File: src/design/deth_pkg.sv
// Shared types and constants for the directional edge threshold block.
// No dependencies; imported by the window module and the top level.
`default_nettype none

package deth_pkg;

   localparam int SIZE_W     = 12;
   localparam int ROW_W      = 12;
   localparam int COORD_W    = 11;
   localparam int THRESH_W   = 8;
   localparam int MAX_HEIGHT = 2048;
   localparam int MIN_SIZE   = 3;

   localparam logic [1:0] CSR_THRESHOLD = 2'd0;
   localparam logic [1:0] CSR_WIDTH     = 2'd1;
   localparam logic [1:0] CSR_HEIGHT    = 2'd2;

   localparam logic MODE_PIXEL = 1'b0;

   localparam logic [THRESH_W-1:0] THRESH_RESET = 8'd32;
   localparam logic [SIZE_W-1:0]   WIDTH_RESET  = 12'd640;
   localparam logic [ROW_W-1:0]    HEIGHT_RESET = 12'd480;

   typedef struct packed {
      logic shift;
      logic edge_en;
   } deth_step_type;

endpackage

`default_nettype wire

File: src/design/deth_window.sv
// 3x3 window registers and the four-direction difference test.
// Depends on deth_pkg for the step control struct.
`default_nettype none

module deth_window
   import deth_pkg::*;
#(
   parameter int PIXEL_BITS = 8
) (
   input  wire logic                  clock,
   input  wire deth_step_type         step,
   input  wire logic [PIXEL_BITS-1:0] pixel,
   input  wire logic [PIXEL_BITS-1:0] up_pixel,
   input  wire logic [PIXEL_BITS-1:0] mid_pixel,
   input  wire logic [THRESH_W-1:0]   threshold,
   output logic                       edge_flag
);

   logic [PIXEL_BITS-1:0] top1_ff, top2_ff, mid1_ff, mid2_ff, bot1_ff, bot2_ff;
   logic [PIXEL_BITS-1:0] diag_a, vert, diag_b, horz;
   logic [PIXEL_BITS-1:0] thr;

   always_ff @(posedge clock) begin
      if (step.shift) begin
         top1_ff <= top2_ff;
         top2_ff <= up_pixel;
         mid1_ff <= mid2_ff;
         mid2_ff <= mid_pixel;
         bot1_ff <= bot2_ff;
         bot2_ff <= pixel;
      end
   end

   // Differences are taken on the window as it stands after this shift.
   always_comb begin
      diag_a = (top1_ff > pixel)    ? top1_ff - pixel    : pixel - top1_ff;
      vert   = (top2_ff > bot2_ff)  ? top2_ff - bot2_ff  : bot2_ff - top2_ff;
      diag_b = (up_pixel > bot1_ff) ? up_pixel - bot1_ff : bot1_ff - up_pixel;
      horz   = (mid1_ff > mid_pixel) ? mid1_ff - mid_pixel : mid_pixel - mid1_ff;
      thr    = PIXEL_BITS'(threshold);
      edge_flag = step.edge_en &&
                  ((diag_a > thr) || (vert > thr) || (diag_b > thr) || (horz > thr));
   end

endmodule

`default_nettype wire

File: config.mk
export PLATFORM = sky130hd
export DESIGN_NAME = deth_window
export DESIGN_NICKNAME = d
export VERILOG_FILES = /design/src/design/deth_pkg.sv /design/src/design/deth_window.sv
export SDC_FILE = /design/constraint.sdc
export NUM_CORES = 1
export LEC_CHECK = 0
export ABC_AREA = 1
export BUFFER_PORTS_ARGS = -buffer_cell sky130_fd_sc_hd__clkbuf_2
export CELL_PAD_IN_SITES_DETAIL_PLACEMENT = 1
export CELL_PAD_IN_SITES_GLOBAL_PLACEMENT = 2
export CORE_MARGIN = 5
export CORE_UTILIZATION = 36
export DETAILED_ROUTE_END_ITERATION = 6
export PLACE_DENSITY_LB_ADDON = 0.3
export SLEW_MARGIN = 10
export SYNTH_ARGS = -nofsm -noshare
export SYNTH_HDL_FRONTEND = slang
export SYNTH_SLANG_ARGS = --single-unit
File: constraint.sdc
create_clock -name clock -period 3.5 [get_ports clock]
set_clock_uncertainty 0.05 [all_clocks]
set_input_delay 0.525 -clock clock [delete_from_list [all_inputs] [get_ports clock]]
set_output_delay 0.525 -clock clock [all_outputs]
set_load 0.01 [all_outputs]
==> summary.md, run 1 <==
| Metric | Value |
|---|---|
| Top cells by area, synth | `edfxtp_1, ha_1, nand2_1` |
| Peak supply drop | `0.229 mV` |
| Clk slew on worst S/H paths | `60 ps` |
| Outcome | `finished, violations left` |
| Slew HR | `0.558` |
| Maximum clock path buffer count | `2` |
| Worst Max-Slew Pin Slew | `663 ps` |
| Fillers | `1895` |
| Most frequent CP cell | `nand2_1` |
| Most frequent cells in the layout | `nand2_1, inv_1, ha_1` |
| CTS tree | `built` |
| Synth Instances | `747` |
| Yosys warns | `0` |
| Critical path depth | `23` |
| CP max stage cell | `edfxtp_1` |
| CP top delay family | `simple AND/OR/NAND/NOR gates` |
| Syn nets | `882` |
| Vias | `between 5000 and 6000` |
| Gate power share | `0.534` |
| Inserted Diodes | `0` |
| CTS Sinks | `48` |
| Die X-Extent | `133 um` |
| Violated checks | `negative setup slack` |
| Pins Over Slew Limit | `0` |
| I/O pin total | `36` |
| Post-route setup slack | `-130 ps` |
| Commonest non-fill, non-tap cell in the layout | `nand2_1` |
| Fin crit period | `approximately 3600 ps` |
| Port Buffer Count | `35` |
| Worst R2R Path Depth | `3` |
| Crit end category | `primary output` |
| Largest net degree at the start of global routing | `49` |
| CTS Root Cell | `clkbuf_16` |
| Latest clock arrival within the worst-skew pair | `290 ps` |
| First-pass GRT wire length | `between 20000 and 30000 um` |
| Sequential Area | `~1400 um2` |
| DR pass1 iterations | `4` |
| Crit-path max cell delay | `480 ps` |
| Fmax | `0.276 GHz` |
| Data required time of the worst path | `2920 ps` |
| Pint | `1530 uW` |
| Clock share of power | `0.184` |
| Power share of the sequential group | `0.282` |
| Total Die Area | `17700 um2` |
| RSZ-0062 raised after global routing | `yes` |
| Pre-CTS WS | `-132 ps` |
| CP bufs+invs | `5` |
| R2r setup slk | `2310 ps` |
| Grt ovf | `0` |
| Core ar. | `15000 um2` |
| Placed wire-length estimate | `13000 um` |
| Final std cells w/o fill | `1040` |
| Row cnt | `45` |
| Synth unique cells | `22` |
| Vias/cell | `4.88` |
| Crit path max fanout | `7` |
| Tcrit/Tclk final | `1.04` |
| Routed len/inst | `15.4 um` |
| Initial Util | `0.364` |
| Final hold slack | `roughly 370 ps` |
| H-tree Lvls | `2` |
| Crit path capture | `edge_flag` |
| Syn Area/Cell | `about 7.3 um2` |
| Area delta synth->final | `25.8%` |
| DRT Wirelength | `approximately 16000 um` |
| Multi-input logic area | `3780 um2` |
| Netlist Area Pre-Place | `5470 um2` |
| R2R Path End | `bot1_ff[0]$_DFFE_PP_` |
| LEAKAGE | `0.00373 uW` |
| Crit path cell chain | `ha_4 -> inv_2 -> fa_2 -> nand2_2 -> nand2_4 -> nand2_2 -> buf_6 -> a21boi_4 -> nand2_1 -> nand2_2 -> inv_2 -> ha_4 -> nand2_2 -> inv_2 -> nand2_1 -> nand2_1 -> nand2_1 -> nand2_1 -> nand2_1 -> nand2_2 -> nor2_2 -> nor2_1 -> buf_2` |
| Crit path from | `bot2_ff[0]$_DFFE_PP_` |
| Net count, final | `986` |
| Vias in the first global route | `~5600` |
| Post-CTS Hold Buffers | `0` |
| Hold Path Class | `primary input to flip-flop` |
| RR Startpoint | `bot2_ff[0]$_DFFE_PP_` |
| Post-synthesis sequential area ratio | `0.264` |
| Fin. Hold Viols | `0` |
| Layout cells sized above 1 | `0.258` |
| Switching Fraction | `0.400` |
| P per Cell Area | `between 300 and 400 nW/um2` |
| GP Congestion | `roughly 0.84` |
| CP Launch Type | `flip-flop` |
| Total of max-cap violations | `0` |
| Critical path class | `flip-flop to primary output` |
| Total track usage | `0.177` |
| Drt initial violations | `134` |
| Area leader, netlist | `edfxtp_1` |
| Worst EP arrival | `3050 ps` |
| Drt drc | `0` |
| Final setup viols | `1` |
| DP Cell Count | `1018` |
| FF+latch count, synth | `48` |
| Post-synth top area share | `0.264` |
| Post-Route Utilization | `0.457` |
| DRT antenna net count | `0` |
| DIE HEIGHT | `between 100 and 150 um` |
| TritonCTS buffer count | `5` |
| Initial antenna violation count | `0` |
| Psw | `1020 uW` |
metrics by stage:
| stage | total power [uW] | setup TNS [ps] | instance area (um2) |
|---|---|---|---|
| 2_1_floorplan | 1510 | 0 | 5470 |
| 3_3_place_gp | 1830 | 0 | 6240 |
| 3_5_place_dp | 1900 | -132 | 6240 |
| 4_1_cts | 2480 | -134 | 6620 |
| 5_1_grt | 2760 | -285 | 6870 |
| 6_report | 2540 | -130 | 6870 |
logic make-up after synthesis:
group / count (synthesis) / share of synthesized area
AND/OR/NAND/NOR: 332 / 0.245
buffers and inverters: 161 / 0.115
adder cells (fa/ha/maj): 100 / 0.240
AO/OA/AOI/OAI: 86 / 0.104
flip-flops: 48 / 0.264
XOR/XNOR: 20 / 0.0320
flip-flops by register name, indices dropped and copies added, names as in the netlist:
name	cells
bot1_ff	8
mid1_ff	8
top2_ff	8
top1_ff	8
mid2_ff	8
bot2_ff	8
layout make-up:
| type | instances | area share |
|---|---|---|
| inverter | 154 | 0.0841 |
| sequential | 48 | 0.210 |
| multi-input combinational | 538 | 0.550 |
| clock inverter | 1 | 0.000546 |
| clock buffer | 7 | 0.0193 |
| tap | 188 | 0.0342 |
| timing repair buffer | 104 | 0.102 |
metal layers:
metal  GRT usage  vias up  wire [um]
li1            -     2538          -
met1       0.195     2441       6520
met2       0.350       68       8630
met3      0.0245       31        446
met4      0.0486        0        443
met5           0        -          0
synthesized netlist by cell type:
cell type,count
o21ai_2,4
o21a_1,6
nand4_1,8
edfxtp_1,48
fa_1,8
inv_1,146
o21ai_0,3
nand2_2,14
nand2_1,257
a21o_1,6
a21oi_1,50
inv_2,8
o21a_4,4
ha_1,92
nor2_1,29
xor2_1,10
nor2_2,4
o21ai_1,9
nand3_1,20
buf_4,7
xnor2_1,10
a21boi_4,4
power by group through the flow:
stage / Combinational [uW] / Clock (uW) / Sequential (uW)
floorplan: 799 / 0 / 713
global placement: 1100 / 0 / 726
detailed placement: 1170 / 0 / 727
CTS: 1280 / 483 / 715
global route: 1530 / 509 / 722
finish: 1360 / 469 / 717
how the worst min path moves through the flow:
| stage | depth (start not counted) | start | slack (ps) | to |
|---|---|---|---|---|
| global route | 1 | pixel[7] | 360 | bot2_ff[7]$_DFFE_PP_ |
| global placement | 0 | mid2_ff[1]$_DFFE_PP_ | 350 | mid1_ff[1]$_DFFE_PP_ |
| CTS | 1 | pixel[7] | 370 | bot2_ff[7]$_DFFE_PP_ |
| detailed placement | 0 | mid2_ff[2]$_DFFE_PP_ | 360 | mid1_ff[2]$_DFFE_PP_ |
| floorplan | 0 | mid2_ff[0]$_DFFE_PP_ | 350 | mid1_ff[0]$_DFFE_PP_ |
| finish | 1 | mid_pixel[7] | 370 | mid2_ff[7]$_DFFE_PP_ |
repair_timing:
action,in CTS,in global routing
pin swaps,26,20
gates resized for setup,46,50
setup endpoints to repair,1,1
setup buffers,8,6
No activity file was read; power rests on OpenSTA's default activity.
==> run 2: changes to the inputs <==
==> constraint.sdc (replaced) <==
create_clock -name clock -period 3.5 [get_ports clock]
set_clock_uncertainty 0.05 [all_clocks]
set_input_delay 0.7 -clock clock [delete_from_list [all_inputs] [get_ports clock]]
set_output_delay 0.7 -clock clock [all_outputs]
set_load 0.01 [all_outputs]
==> summary.md, run 2 (same netlist as run 1, synthesis figures left out) <==
| Metric | Value |
|---|---|
| Outcome | `finished, violations left` |
| Violated checks | `negative setup slack` |
| Tcrit/Tclk final | `1.10 (+0.0584)` |
| CP top delay family | `simple AND/OR/NAND/NOR gates` |
| Clk slew on worst S/H paths | `60 ps (about the same)` |
| Final setup viols | `1 (unchanged)` |
| Total of max-cap violations | `0 (unchanged)` |
| DIE HEIGHT | `133 um (unchanged)` |
| Sequential Area | `1440 um2 (unchanged)` |
| Fin. Hold Viols | `0 (unchanged)` |
| First-pass GRT wire length | `26200 um (+1.6%)` |
| Vias/cell | `4.80 (-1.7%)` |
| DRT Wirelength | `17300 um (+7.9%)` |
| CP bufs+invs | `5 (unchanged)` |
| DR pass1 iterations | `4 (unchanged)` |
| DRT antenna net count | `0 (unchanged)` |
| Placed wire-length estimate | `13300 um (+2.5%)` |
| Commonest non-fill, non-tap cell in the layout | `nand2_1` |
| Pre-CTS WS | `-429 ps (-298 ps)` |
| Core ar. | `15000 um2 (unchanged)` |
| LEAKAGE | `0.00405 uW (+8.7%)` |
| Peak supply drop | `0.219 mV (-4.1%)` |
| Fmax | `0.261 GHz (-5.3%)` |
| Data required time of the worst path | `2750 ps (-170 ps)` |
| Die X-Extent | `133 um (unchanged)` |
| Most frequent cells in the layout | `nand2_1, buf_4, inv_1` |
| Row cnt | `45 (unchanged)` |
| P per Cell Area | `358 nW/um2 (-3.2%)` |
| Maximum clock path buffer count | `2 (unchanged)` |
| CP max stage cell | `edfxtp_1` |
| RSZ-0062 raised after global routing | `yes` |
| Worst EP arrival | `3080 ps (+30 ps)` |
| Pins Over Slew Limit | `0 (unchanged)` |
| Routed len/inst | `15.7 um (+2.0%)` |
| Post-CTS Hold Buffers | `0 (unchanged)` |
| Net count, final | `1046 (+6.1%)` |
| Drt drc | `0 (unchanged)` |
| Largest net degree at the start of global routing | `43 (-12%)` |
| CTS tree | `built` |
| Crit-path max cell delay | `410 ps (-70 ps)` |
| Multi-input logic area | `4270 um2 (+13%)` |
| CTS Root Cell | `clkbuf_16` |
| Port Buffer Count | `35 (unchanged)` |
| Vias in the first global route | `5809 (+3.8%)` |
| CP Launch Type | `flip-flop` |
| Inserted Diodes | `0 (unchanged)` |
| Hold Path Class | `flip-flop to flip-flop` |
| Critical path class | `flip-flop to primary output` |
| Final hold slack | `380 ps (+5.59 ps)` |
| Layout cells sized above 1 | `0.380 (+0.122)` |
| Grt ovf | `0 (unchanged)` |
| Crit path max fanout | `7 (unchanged)` |
| Total Die Area | `17700 um2 (unchanged)` |
| Fillers | `1842 (-2.8%)` |
| Initial Util | `0.364 (unchanged)` |
| Fin crit period | `3830 ps (+204 ps)` |
| TritonCTS buffer count | `5 (unchanged)` |
| Slew HR | `0.618 (+0.0601)` |
| Initial antenna violation count | `0 (unchanged)` |
| H-tree Lvls | `2 (unchanged)` |
| Drt initial violations | `164 (+22%)` |
| GP Congestion | `0.861 (+2.1%)` |
| Crit path cell chain | `inv_1 -> ha_2 -> inv_2 -> fa_2 -> nand2_2 -> nand2_4 -> nand2_4 -> nand2_4 -> nand2_8 -> o21ai_2 -> nand2_1 -> inv_2 -> ha_4 -> nand2_2 -> inv_2 -> nand2_1 -> nand2_1 -> nand2_1 -> nand2_1 -> nand2_1 -> nand2_2 -> nor2_1 -> nor2_1 -> buf_2` |
| Most frequent CP cell | `nand2_1` |
| Crit end category | `primary output` |
| CTS Sinks | `48 (unchanged)` |
| Latest clock arrival within the worst-skew pair | `300 ps (about the same)` |
| Vias | `5282 (+4.0%)` |
| Total track usage | `0.181 (+0.00353)` |
| Worst Max-Slew Pin Slew | `573 ps (-90.2 ps)` |
| Area delta synth->final | `43.0%` |
| Post-route setup slack | `-334 ps (-204 ps)` |
| I/O pin total | `36 (unchanged)` |
-- run 2: final cells by class --
cell class,count,share of cell area
well taps,188,0.0301
repair buffers,164,0.147
clock inverters,1,0.000480
inverters,154,0.0743
multi-input cells,538,0.546
flip-flops and latches,48,0.184
clock buffers,7,0.0170
-- run 2: path summary, 6_finish.rpt --
check,startpoint,end,slack (ps),cells past startpoint
min,mid2_ff[0]$_DFFE_PP_,mid1_ff[0]$_DFFE_PP_,380,0
max,top2_ff[0]$_DFFE_PP_,edge_flag,-330,24
min reg2reg,mid2_ff[0]$_DFFE_PP_,mid1_ff[0]$_DFFE_PP_,380,0
max reg2reg,bot2_ff[0]$_DFFE_PP_,bot1_ff[0]$_DFFE_PP_,2350,3
-- run 2: stage by stage --
step | instance area [um2] | power, uW | instances | TNS [ps] | util
2_1_floorplan | 5470 | 1510 | 747 | 0 | -
3_3_place_gp | 6710 | 1920 | 1081 | -350 | 0.446
3_5_place_dp | 6710 | 1990 | 1081 | -429 | 0.446
4_1_cts | 7080 | 2560 | 1091 | -305 | 0.471
5_1_grt | 7820 | 3030 | 1100 | -510 | 0.520
6_report | 7820 | 2800 | 1100 | -334 | 0.520
-- run 2: routing by layer --
metal	GRT usage	part of all wire	vias up
li1	-	-	2661
met5	0	0	-
met1	0.197	0.40	2531
met4	0.0423	0.019	0
met3	0.0253	0.025	25
met2	0.363	0.56	65
-- run 2: timing repair --
action / CTS / global route
hold endpoints to repair: 0 / 0
endpoints found under the setup margin: 1 / 1
cloned: 0 / 0
resized for setup: 50 / 132
pin swaps: 12 / 55
buffers inserted: 2 / 9
-- run 2: worst register-to-register path: cells and delay by family (launching register included) --
family / cells / cell delay [ps]
DFF: 1 / 450
buffers and inverters: 3 / 420
-- run 2: power breakdown --
part	internal [uW]	switching [uW]
Clock	263	202
Sequential	685	35.1
Combinational	731	885
==> run 3: changes to the inputs <==
--- a/config.mk
+++ b/config.mk
@@ -13,6 +13,7 @@
 export CORE_UTILIZATION = 36
 export DETAILED_ROUTE_END_ITERATION = 6
 export PLACE_DENSITY_LB_ADDON = 0.3
+export REMOVE_ABC_BUFFERS = 1
 export SLEW_MARGIN = 10
 export SYNTH_ARGS = -nofsm -noshare
 export SYNTH_HDL_FRONTEND = slang
==> summary.md, run 3 (same netlist as run 1, synthesis figures left out) <==
| Metric | Value |
|---|---|
| Outcome | `finished, violations left` |
| Violated checks | `negative setup slack` |
| Pre-CTS WS | `-553 ps (-124 ps)` |
| Row cnt | `45 (unchanged)` |
| Post-Route Utilization | `0.516 (-0.00408)` |
| Layout cells sized above 1 | `0.371 (-0.00921)` |
| Layout Cell Area excl Fill | `7750 um2 (-0.78%)` |
| Hold Path Class | `flip-flop to flip-flop` |
| Initial antenna violation count | `0 (unchanged)` |
| Commonest non-fill, non-tap cell in the layout | `nand2_1` |
| CTS Root Cell | `clkbuf_16` |
| Fillers | `1848 (+0.33%)` |
| Critical path class | `primary input to primary output` |
| DR pass1 iterations | `4 (unchanged)` |
| DIE HEIGHT | `133 um (unchanged)` |
| Hold_sp | `mid2_ff[1]$_DFFE_PP_` |
| P per Cell Area | `386 nW/um2 (+7.7%)` |
| Core ar. | `15000 um2 (unchanged)` |
| Pins Over Slew Limit | `0 (unchanged)` |
| Slew HR | `0.423 (-0.195)` |
| DRT Wirelength | `18600 um (+7.3%)` |
| Fin. Hold Viols | `0 (unchanged)` |
| LEAKAGE | `0.00405 uW (about the same)` |
| Net count, final | `1039 (-0.67%)` |
| Crit end category | `primary output` |
| Inserted Diodes | `0 (unchanged)` |
| Final setup viols | `1 (unchanged)` |
| Tcrit/Tclk final | `1.12 (+0.0215)` |
| R2r setup slk | `2460 ps (+110 ps)` |
| CTS Sinks | `48 (unchanged)` |
| First-pass GRT wire length | `29100 um (+11%)` |
| Crit-path max cell delay | `330 ps (-80 ps)` |
| Port Buffer Count | `35 (unchanged)` |
| Drt initial violations | `117 (-29%)` |
| Total track usage | `0.203 (+0.0225)` |
| Worst Max-Slew Pin Slew | `866 ps (+293 ps)` |
| Largest net degree at the start of global routing | `34 (-21%)` |
| H-tree Lvls | `2 (unchanged)` |
| Worst R2R Path Depth | `2 (-1)` |
| Clk slew on worst S/H paths | `70 ps (about the same)` |
| RR Startpoint | `bot2_ff[5]$_DFFE_PP_` |
| Grt ovf | `0 (unchanged)` |
| Maximum clock path buffer count | `2 (unchanged)` |
| DRT antenna net count | `0 (unchanged)` |
| Vias | `5342 (+1.1%)` |
| Crit path max fanout | `5 (-2)` |
| Sequential Area | `1440 um2 (unchanged)` |
| Latest clock arrival within the worst-skew pair | `300 ps (about the same)` |
| CTS tree | `built` |
| CP max stage cell | `ha_1` |
| Most frequent cells in the layout | `nand2_1, inv_1, buf_4` |
| Crit path cell chain | `clkbuf_2 -> inv_1 -> ha_1 -> buf_4 -> nand4_1 -> a21boi_4 -> buf_6 -> nand2_1 -> nand2_1 -> inv_1 -> ha_4 -> nand2_1 -> nor2_2 -> nand4_1 -> nand2_1 -> nand2_1 -> nor2_2 -> nor2_1 -> buf_2` |
| Data required time of the worst path | `2750 ps (about the same)` |
| Placed wire-length estimate | `14000 um (+4.8%)` |
| TritonCTS buffer count | `5 (unchanged)` |
| R2R Path End | `bot1_ff[5]$_DFFE_PP_` |
| Drt drc | `0 (unchanged)` |
| Total of max-cap violations | `0 (unchanged)` |
| Vias/cell | `4.89 (+1.8%)` |
| GP Congestion | `0.877 (+1.9%)` |
| Worst EP arrival | `3160 ps (+80 ps)` |
| Most frequent CP cell | `nand2_1` |
| Area after DPL | `6630 um2 (-1.2%)` |
| Peak supply drop | `0.208 mV (-5.2%)` |
| Fin crit period | `3910 ps (+75.3 ps)` |
| Vias in the first global route | `6079 (+4.6%)` |
| Post-route setup slack | `-409 ps (-75.3 ps)` |
| Area delta synth->final | `41.9%` |
| I/O pin total | `36 (unchanged)` |
| Total Die Area | `17700 um2 (unchanged)` |
| Multi-input logic area | `4180 um2 (-2.0%)` |
| Die X-Extent | `133 um (unchanged)` |
| RSZ-0062 raised after global routing | `yes` |
| Routed len/inst | `17.0 um (+8.0%)` |
| Fmax | `0.256 GHz (-1.9%)` |
| CP Launch Type | `primary input` |
| Initial Util | `0.364 (unchanged)` |
| Hold path depth | `0 (unchanged)` |
| Hold worst-path end | `mid1_ff[1]$_DFFE_PP_` |
-- run 3: where the power goes --
| part | leakage, uW | total (uW) | internal [uW] | switching, uW |
|---|---|---|---|---|
| logic | 0.00349 | 1610 | 727 | 886 |
| registers | 0.000470 | 719 | 684 | 35.3 |
| clock network | 0.0000944 | 661 | 413 | 248 |
-- run 3: metrics by stage --
stage                     cells  setup TNS [ps]  total power (uW)  hold WS [ps]
final                      1093            -409              2990           374
after global routing       1093            -592              3200           386
after CTS                  1085            -314              2830           374
after detailed placement   1070            -553              1990           356
after global placement     1070            -406              1930           354
after floorplan             740               0              1500           350
-- run 3: cell type report --
class,instances,share of cell area
inverters,154,0.0746
multi-input cells,538,0.540
clock buffers,5,0.0161
well taps,188,0.0303
repair buffers,157,0.145
flip-flops and latches,48,0.186
clock inverters,3,0.00888
-- run 3: how the worst max path moves through the flow --
stage | startpoint | end | slack, ps | cells after the start
CTS | top2_ff[0]$_DFFE_PP_ | edge_flag | -310 | 20
floorplan | up_pixel[0] | edge_flag | 20 | 21
global route | mid_pixel[0] | edge_flag | -590 | 22
finish | mid_pixel[1] | edge_flag | -410 | 19
global placement | pixel[0] | edge_flag | -410 | 21
detailed placement | up_pixel[1] | edge_flag | -550 | 21
-- run 3: what timing repair did --
action,in CTS,in global routing
resized for setup,93,79
endpoints found under the setup margin,1,1
gates cloned,0,0
buffers inserted,7,8
pin swaps,39,55
hold buffers,0,0
-- run 3: worst max-delay path, delay by kind of cell --
| kind | cells | cell delay, ps |
|---|---|---|
| and+or+nand+nor | 10 | 880 |
| adders and majority gates | 2 | 610 |
| AOI/OAI and AO/OA | 1 | 320 |
| buffers and inverters | 6 | 650 |
-- run 3: metal layers --
metal,vias up,track usage,share of wire
met2,72,0.416,0.56
met4,0,0.0617,0.026
met5,-,0,0
met1,2590,0.212,0.39
met3,38,0.0249,0.020
li1,2642,-,-
